## src/hdl/median_filter_3x3_red_key_assert.svh

```systemverilog
// ----------------------------------------------------------------------------
// Assertion macros for the 3x3 red-keyed median filter.
// The macros expect the clock aclk and the active-low reset aresetn in scope.
// ----------------------------------------------------------------------------
`ifndef MEDIAN_FILTER_3X3_RED_KEY_ASSERT_SVH
`define MEDIAN_FILTER_3X3_RED_KEY_ASSERT_SVH

// The consequent must hold in the same cycle as the antecedent.
`define MF3_ASSERT_IMPL(lbl, ante, cons, msg) \
    lbl: assert property (@(posedge aclk) disable iff (!aresetn) (ante) |-> (cons)) \
        else $error(msg);

// The consequent must hold in the cycle after the antecedent.
`define MF3_ASSERT_NEXT(lbl, ante, cons, msg) \
    lbl: assert property (@(posedge aclk) disable iff (!aresetn) (ante) |=> (cons)) \
        else $error(msg);

`endif

```

## src/hdl/mf3_pkg.sv

```systemverilog
// ----------------------------------------------------------------------------
// mf3_pkg
// Types, constants and the exchange-sort pass shared by the median filter.
// ----------------------------------------------------------------------------
package mf3_pkg;

    localparam int MAX_WIDTH_DEFAULT = 1024;
    localparam int MAX_HEIGHT        = 4096;
    localparam int MIN_SIZE          = 3;
    localparam int FRAME_SIZE_RESET  = 1024;

    localparam int WINDOW_SIZE = 9;
    localparam int MEDIAN_POS  = WINDOW_SIZE / 2;
    // Passes after the one that fixes the median position never touch it.
    localparam int NUM_PASSES  = MEDIAN_POS + 1;

    localparam int FRAME_WIDTH_W  = 11;
    localparam int FRAME_HEIGHT_W = 13;
    localparam int ROW_W          = 12;
    localparam int OUT_X_W        = 10;
    localparam int OUT_Y_W        = 12;
    localparam int CFG_INDEX_W    = 2;
    localparam int CFG_DATA_W     = 13;

    localparam logic [CFG_INDEX_W-1:0] REG_FRAME_WIDTH  = 2'd0;
    localparam logic [CFG_INDEX_W-1:0] REG_FRAME_HEIGHT = 2'd1;

    typedef struct packed {
        logic [7:0] red;
        logic [7:0] green;
        logic [7:0] blue;
    } pixel_t;

    typedef pixel_t [WINDOW_SIZE-1:0] win_t;

    typedef struct packed {
        logic [7:0] in_red;
        logic [7:0] in_green;
        logic [7:0] in_blue;
    } in_beat_t;

    typedef struct packed {
        logic [OUT_X_W-1:0] out_x;
        logic [OUT_Y_W-1:0] out_y;
        logic [7:0]         out_red;
        logic [7:0]         out_green;
        logic [7:0]         out_blue;
        logic               frame_done;
    } out_beat_t;

    typedef struct packed {
        logic [OUT_X_W-1:0] out_x;
        logic [OUT_Y_W-1:0] out_y;
        logic               frame_done;
    } meta_t;

    // One outer pass of the exchange sort: position i is compared with every
    // later position in order and swapped when its red is strictly greater.
    function automatic win_t exchange_pass(input win_t w, input int unsigned i);
        win_t   r;
        pixel_t t;
        r = w;
        for (int unsigned j = 1; j < WINDOW_SIZE; j++) begin
            if (j > i && r[i].red > r[j].red) begin
                t    = r[i];
                r[i] = r[j];
                r[j] = t;
            end
        end
        return r;
    endfunction

endpackage

```

## src/hdl/mf3_sort.sv

```systemverilog
// ----------------------------------------------------------------------------
// mf3_sort
// Exchange-sort passes on the red key, one pass per pipeline stage.
// ----------------------------------------------------------------------------
module mf3_sort (
    input  logic               aclk,
    input  logic               aresetn,
    input  logic               en,
    input  logic               in_valid,
    input  mf3_pkg::win_t      in_win,
    input  mf3_pkg::meta_t     in_meta,
    output logic               out_valid,
    output mf3_pkg::out_beat_t out_data
);

    localparam int NP = mf3_pkg::NUM_PASSES;

    mf3_pkg::win_t      stage_win   [NP];
    mf3_pkg::meta_t     stage_meta  [NP];
    logic               stage_valid [NP];

    mf3_pkg::win_t      win_reg     [1:NP-1];
    mf3_pkg::meta_t     meta_reg    [1:NP-1];
    logic               valid_reg   [1:NP-1];

    mf3_pkg::win_t      last_win;
    logic               out_valid_reg;
    mf3_pkg::out_beat_t out_reg;

    always_comb begin
        stage_win[0]   = in_win;
        stage_meta[0]  = in_meta;
        stage_valid[0] = in_valid;
        for (int k = 1; k < NP; k++) begin
            stage_win[k]   = win_reg[k];
            stage_meta[k]  = meta_reg[k];
            stage_valid[k] = valid_reg[k];
        end
    end

    for (genvar k = 0; k < NP - 1; k++) begin : g_pass
        always_ff @(posedge aclk) begin
            if (!aresetn) begin
                valid_reg[k+1] <= 1'b0;
            end else if (en) begin
                valid_reg[k+1] <= stage_valid[k];
            end
        end

        always_ff @(posedge aclk) begin
            if (en) begin
                win_reg[k+1]  <= mf3_pkg::exchange_pass(stage_win[k], k);
                meta_reg[k+1] <= stage_meta[k];
            end
        end
    end

    // The final pass settles the median position; only that entry is kept.
    assign last_win = mf3_pkg::exchange_pass(stage_win[NP-1], NP - 1);

    always_ff @(posedge aclk) begin
        if (!aresetn) begin
            out_valid_reg <= 1'b0;
        end else if (en) begin
            out_valid_reg <= stage_valid[NP-1];
        end
    end

    always_ff @(posedge aclk) begin
        if (en) begin
            out_reg.out_x      <= stage_meta[NP-1].out_x;
            out_reg.out_y      <= stage_meta[NP-1].out_y;
            out_reg.out_red    <= last_win[mf3_pkg::MEDIAN_POS].red;
            out_reg.out_green  <= last_win[mf3_pkg::MEDIAN_POS].green;
            out_reg.out_blue   <= last_win[mf3_pkg::MEDIAN_POS].blue;
            out_reg.frame_done <= stage_meta[NP-1].frame_done;
        end
    end

    assign out_valid = out_valid_reg;
    assign out_data  = out_reg;

endmodule

```

## config.mk

```make
export PLATFORM = sky130hd
export DESIGN_NAME = mf3_sort
export DESIGN_NICKNAME = d
export VERILOG_FILES = /design/src/hdl/median_filter_3x3_red_key_assert.svh /design/src/hdl/mf3_pkg.sv /design/src/hdl/mf3_sort.sv
export SDC_FILE = /design/constraint.sdc
export NUM_CORES = 2
export LEC_CHECK = 0
export ABC_CLOCK_PERIOD_IN_PS = 15100
export BUFFER_PORTS_ARGS = -buffer_cell sky130_fd_sc_hd__clkbuf_2
export CAP_MARGIN = 0
export CORE_ASPECT_RATIO = 0.6
export CORE_MARGIN = 2
export CORE_UTILIZATION = 46
export CTS_CLUSTER_DIAMETER = 100
export CTS_CLUSTER_SIZE = 8
export DETAILED_ROUTE_END_ITERATION = 10
export PLACE_DENSITY = 0.71
export SYNTH_ARGS = -nofsm -noshare
export SYNTH_HDL_FRONTEND = slang
export SYNTH_SLANG_ARGS = --single-unit
```

## constraint.sdc

```tcl
create_clock -name aclk -period 15.1 [get_ports aclk]
set_clock_uncertainty 0.2 [all_clocks]
set_input_delay 0.755 -clock aclk [delete_from_list [all_inputs] [get_ports aclk]]
set_output_delay 0.755 -clock aclk [all_outputs]
set_load 0.1 [all_outputs]
```

* Yosys cells after proc, flatten, opt, wreduce, memory -nomap -nowiden
Memory sizes are Yosys's and may differ from the RTL's. A register that Yosys moved wholly into a read port is not among the register bits. Cells that the tools add are included.
Cells by class: $lt $le $gt $ge 30, mux-type cells 109, bitwise operators 4, reduce and logical (&&, ||, !) cells 1
Operator list (number):
- 24-bit two-way mux | 92
- 48-bit two-way mux | 8
- 8-bit greater-than comparator | 30
- 1-bit two-way mux | 9
- 1-bit OR | 4
- 1-bit logical NOT | 1
Word-level totals: register bits after elaboration 24, memory bits (writable) 960, bits of input ports 243, output and inout bits 48, word-level logic and storage cells 150, memories 3
Memories:
- win_reg | depth 4, bits a word 216, read ports 4, clocked after memory_dff 0, write ports 4, RTL line mf3_sort.sv:22 | mf3_pkg::win_t win_reg [1:NP-1];
- meta_reg | depth 4, bits a word 23, read ports 4, clocked after memory_dff 1, write ports 4, RTL line mf3_sort.sv:23 | mf3_pkg::meta_t meta_reg [1:NP-1];
- valid_reg | depth 4, bits a word 1, read ports 4, clocked after memory_dff 1, write ports 4, RTL line mf3_sort.sv:24 | logic valid_reg [1:NP-1];

* Depth between registers and ports, before layout
depth after elaboration 24, mapped depth 70, depth with buffers taken out 59

* Least setup slack after synthesis
OpenSTA, ideal clock, no wires.
path kind in2reg, start point in in_win[47] in the netlist's numbering, end point reg win_reg[0][414] (netlist name), setup time 0.268 ns, arrival time 13.874 ns, data required time 14.632 ns, slack 0.758 ns, cell stages on the path 68, buffers on the path 14, path through inv_1 > ha_1 > nand4_2 > nor2_2 > nor2b_2 > clkbuf_1 > o21ai_1 > nand2_1 > ha_1 > nor2b_1 > o21a_1 > o21ai_1 > a21o_1 > buf_4 > buf_2 > buf_2 > a21o_1 > ha_1 > [... 32 more ...] > ha_1 > nor2b_1 > o21a_1 > o21a_1 > o21a_1 > o21ai_1 > clkbuf_1 > mux2_2 > ha_1 > nor2b_1 > o21a_1 > o21a_1 > o21a_1 > o21ai_1 > nand2b_1 > buf_1 > clkbuf_1 > o31ai_1
RTL lines:
- start: declaration | RTL line mf3_sort.sv:10 | input mf3_pkg::win_t in_win,

==> results list <==
- Area of the die: 0.1002 sq mm
- Most common cell after layout, fill and taps aside: sky130_fd_sc_hd__edfxtp_1
- The H-tree generated during clock tree synthesis spans 3 levels.
* Predominant post-synthesis flop cell: sky130_fd_sc_hd__edfxtp_1
- The tool flagged a number of max-cap violations equal to 0.
* I/O pins: 291
- Cell occurring most often along the worst timing path: sky130_fd_sc_hd__ha_1
- Total count of hold-check failures in the final report: 0
- EDFF count, synth: 767
- Synth warnings: 0
* WL final: 132800 um
- Netlist area before placement: 0.04492 sq mm
* Post-route antenna net violation count: 0
- The run finished with clean final reports.
* Clock tree from TritonCTS: done
- Number of antenna violations at the first check in global routing: 8
* Number of buffers created by CTS: 105
* Wire length per cell: 22.99 um
* Number of filler instances in the final layout: 8472
- In the layout the commonest cells are 767 x sky130_fd_sc_hd__edfxtp_1, 501 x sky130_fd_sc_hd__nand2_1, 377 x sky130_fd_sc_hd__o21ai_0.
- From synthesis to final layout, the design area changed by 13.33%.
- Total track usage: 26.22%
- FF+latch area: 0.02305 sq mm
- Kind of path behind the tightest hold check: in -> reg
* Post-Place Cells: 5625
* Number of nets in the layout: 4930
* Proportion of synthesized chip area in sequential cells: 51.32%
- Static timing analysis puts the maximum clock frequency at 70.33 MHz.
- First-pass iteration count of the detailed router: 6
- Final Core Density: 52.78%
* FFs w/ async S/R, synth: 0%
* Setup TNS after final layout: 0 ns
* Buffers and inverters on the worst path: 9
- Shortest clock period the worst path allows after layout: 14.22 ns
- Worst endpoint data arrival time: 14.47 ns
* Number of flip-flops and latches in the synthesized netlist: 768
- On the worst path, the slowest cell contributes a delay of 0.43 ns.
* Capturing element type of the critical path: register
- CP startpoint kind: primary input
- Fin crit share: 94.17%
- Clock input transition at the sequential cells of the worst setup and hold paths: 0.05 ns
- Total via count in the routed design: 34840
- Setup-violating endpoint count in the final report: 0
- Width of the die: 407.4 um
* Post-route non-filler standard cell count: 5777
* Slew at the pin with the worst max-slew slack: 1.149 ns
* Initial core utilization: 46.57%
* Routed vias/inst: 6.031
- DRC viols: 0
- In the final layout, the share of cells above drive strength 1 is 19.75%.
- Setup repair after global routing left no endpoint under its margin.
- In this run the deepest clock path goes through 3 buffers.
- In this run the core area contains 88 standard-cell rows.
- Critical path's top delay family: compound AO/OA/AOI/OAI gates
* Global placement routability congestion: 1.042
- Along the worst path, the maximum fanout reaches 18.
* First-pass GRT wire length: 201300 um
* Number of instances in the synthesized netlist: 4194
- Avg Synthesized Cell Area: 10.71 sq um
* Slowest cell on crit path: sky130_fd_sc_hd__nor2_2
* Slew Limit Headroom: 23.38%
- The floorplan step defined a core boundary enclosing 0.09645 sq mm.
* Number of global-route vias before repair: 32970
- CTS placed an instance of sky130_fd_sc_hd__clkbuf_16 at the clock tree root.
- Clock tree synthesis found a total of 768 sinks.
- The number of max-slew violations in the final report is 0.
- Count of buffers inserted at the top-level ports: 290
- Synthesis produced a netlist with a net count of 4677.
* Congestion Overflow GR: 0
* Insertion delay to the later sink of the worst-skew pair: 0.71 ns
- The first routing iteration left 4699 violations.
- Number of library cell types mapped by synthesis: 75
* Flip-flop count of the largest register after layout: 624
- The wire-length estimate of the detail-placed layout is 100300 um.
- Pin count of the biggest net entering global routing: 168
- Measured along the y axis, the die boundary spans 246.1 um.
- Multi-input combinational cell area: 0.01990 sq mm
* Startpoint-to-endpoint class of the critical path: in -> reg
- At the worst endpoint, the required time is 15.35 ns.
## layer usage
metal	GRT usage (%)	wire [um]	up-vias
li1	-	-	16090
met2	39.74	57880	1657
met5	0.8142	114	-
met1	39.06	60070	16930
met3	5.326	12840	166
met4	4.717	1936	2
## kinds of logic (layout without fill, tap and decap cells)
logic type | count (synthesis) | count (layout) | share of synthesized area (%)
buffers and inverters | 542 | 808 | 4.916
flip-flops | 768 | 768 | 51.32
AO/OA/AOI/OAI | 1199 | 1200 | 17.60
other | 0 | 11 | 0
multiplexers | 371 | 371 | 9.136
AND/OR/NAND/NOR | 1074 | 1074 | 10.35
adder cells (fa/ha/maj) | 240 | 240 | 6.685
## through the flow
stage,hold slack (ns),setup slack (ns),cell area (sq um)
final,0.06302,0.8809,50910
after global routing,0.01100,0.05408,50900
after CTS,0.009256,0.7964,50840
after detailed placement,0.2045,0.09947,47800
after global placement,0.2002,0.1877,47800
after floorplan,0.2003,0.7581,44920
## layout make-up
type / instances / share of cell area (%)
flip-flops and latches: 768 / 45.28
multi-input cells: 2885 / 39.09
clock buffers: 114 / 5.228
repair buffers: 402 / 4.672
well taps: 1305 / 3.208
inverters: 285 / 2.102
clock inverters: 7 / 0.3662
diodes: 11 / 0.05407
## Yosys cell counts (23+ instances only)
cell | number | area [sq um]
sky130_fd_sc_hd__a211oi_1 | 107 | 803.3
sky130_fd_sc_hd__a221oi_1 | 28 | 245.2
sky130_fd_sc_hd__nand4_1 | 25 | 156.4
sky130_fd_sc_hd__and2_1 | 37 | 231.5
sky130_fd_sc_hd__clkbuf_1 | 155 | 581.8
sky130_fd_sc_hd__o21a_1 | 32 | 240.2
sky130_fd_sc_hd__and3_1 | 42 | 262.8
sky130_fd_sc_hd__nand2_1 | 503 | 1888
sky130_fd_sc_hd__inv_1 | 285 | 1070
sky130_fd_sc_hd__ha_1 | 240 | 3003
sky130_fd_sc_hd__buf_2 | 57 | 285.3
sky130_fd_sc_hd__a21o_1 | 99 | 743.2
sky130_fd_sc_hd__a311oi_1 | 34 | 297.8
sky130_fd_sc_hd__mux2i_1 | 85 | 850.8
sky130_fd_sc_hd__a22oi_1 | 24 | 180.2
sky130_fd_sc_hd__o21ai_0 | 378 | 1892
sky130_fd_sc_hd__nor2b_1 | 31 | 193.9
sky130_fd_sc_hd__o31ai_1 | 78 | 585.6
sky130_fd_sc_hd__nand3_1 | 86 | 430.4
sky130_fd_sc_hd__mux2_2 | 274 | 3085
sky130_fd_sc_hd__edfxtp_1 | 767 | 23030
sky130_fd_sc_hd__nor3_1 | 55 | 275.3
sky130_fd_sc_hd__nor2_1 | 263 | 987.2
sky130_fd_sc_hd__a21oi_1 | 223 | 1116
sky130_fd_sc_hd__buf_1 | 23 | 86.33
## path summary, 6_finish.rpt
check,slack [ns],from,cells past startpoint,endpoint
worst max register to register,1.68,win_reg[0][257],52,win_reg[0][633]
worst min register to register,0.19,meta_reg[3][1],0,meta_reg[4][1]
worst min-delay path,0.06,in_meta[3],1,meta_reg[1][3]
worst max-delay path,0.88,in_win[47],63,win_reg[0][424]
## what timing repair did
item	in CTS	in global routing
setup buffers	0	0
hold buffers	19	0
setup endpoints to repair	0	24
resized for setup	0	6
hold endpoints to repair	19	0
Power is left out: the tool's default activity adds up to more than one toggle a clock period on the data nets, which glitch-free logic cannot reach.
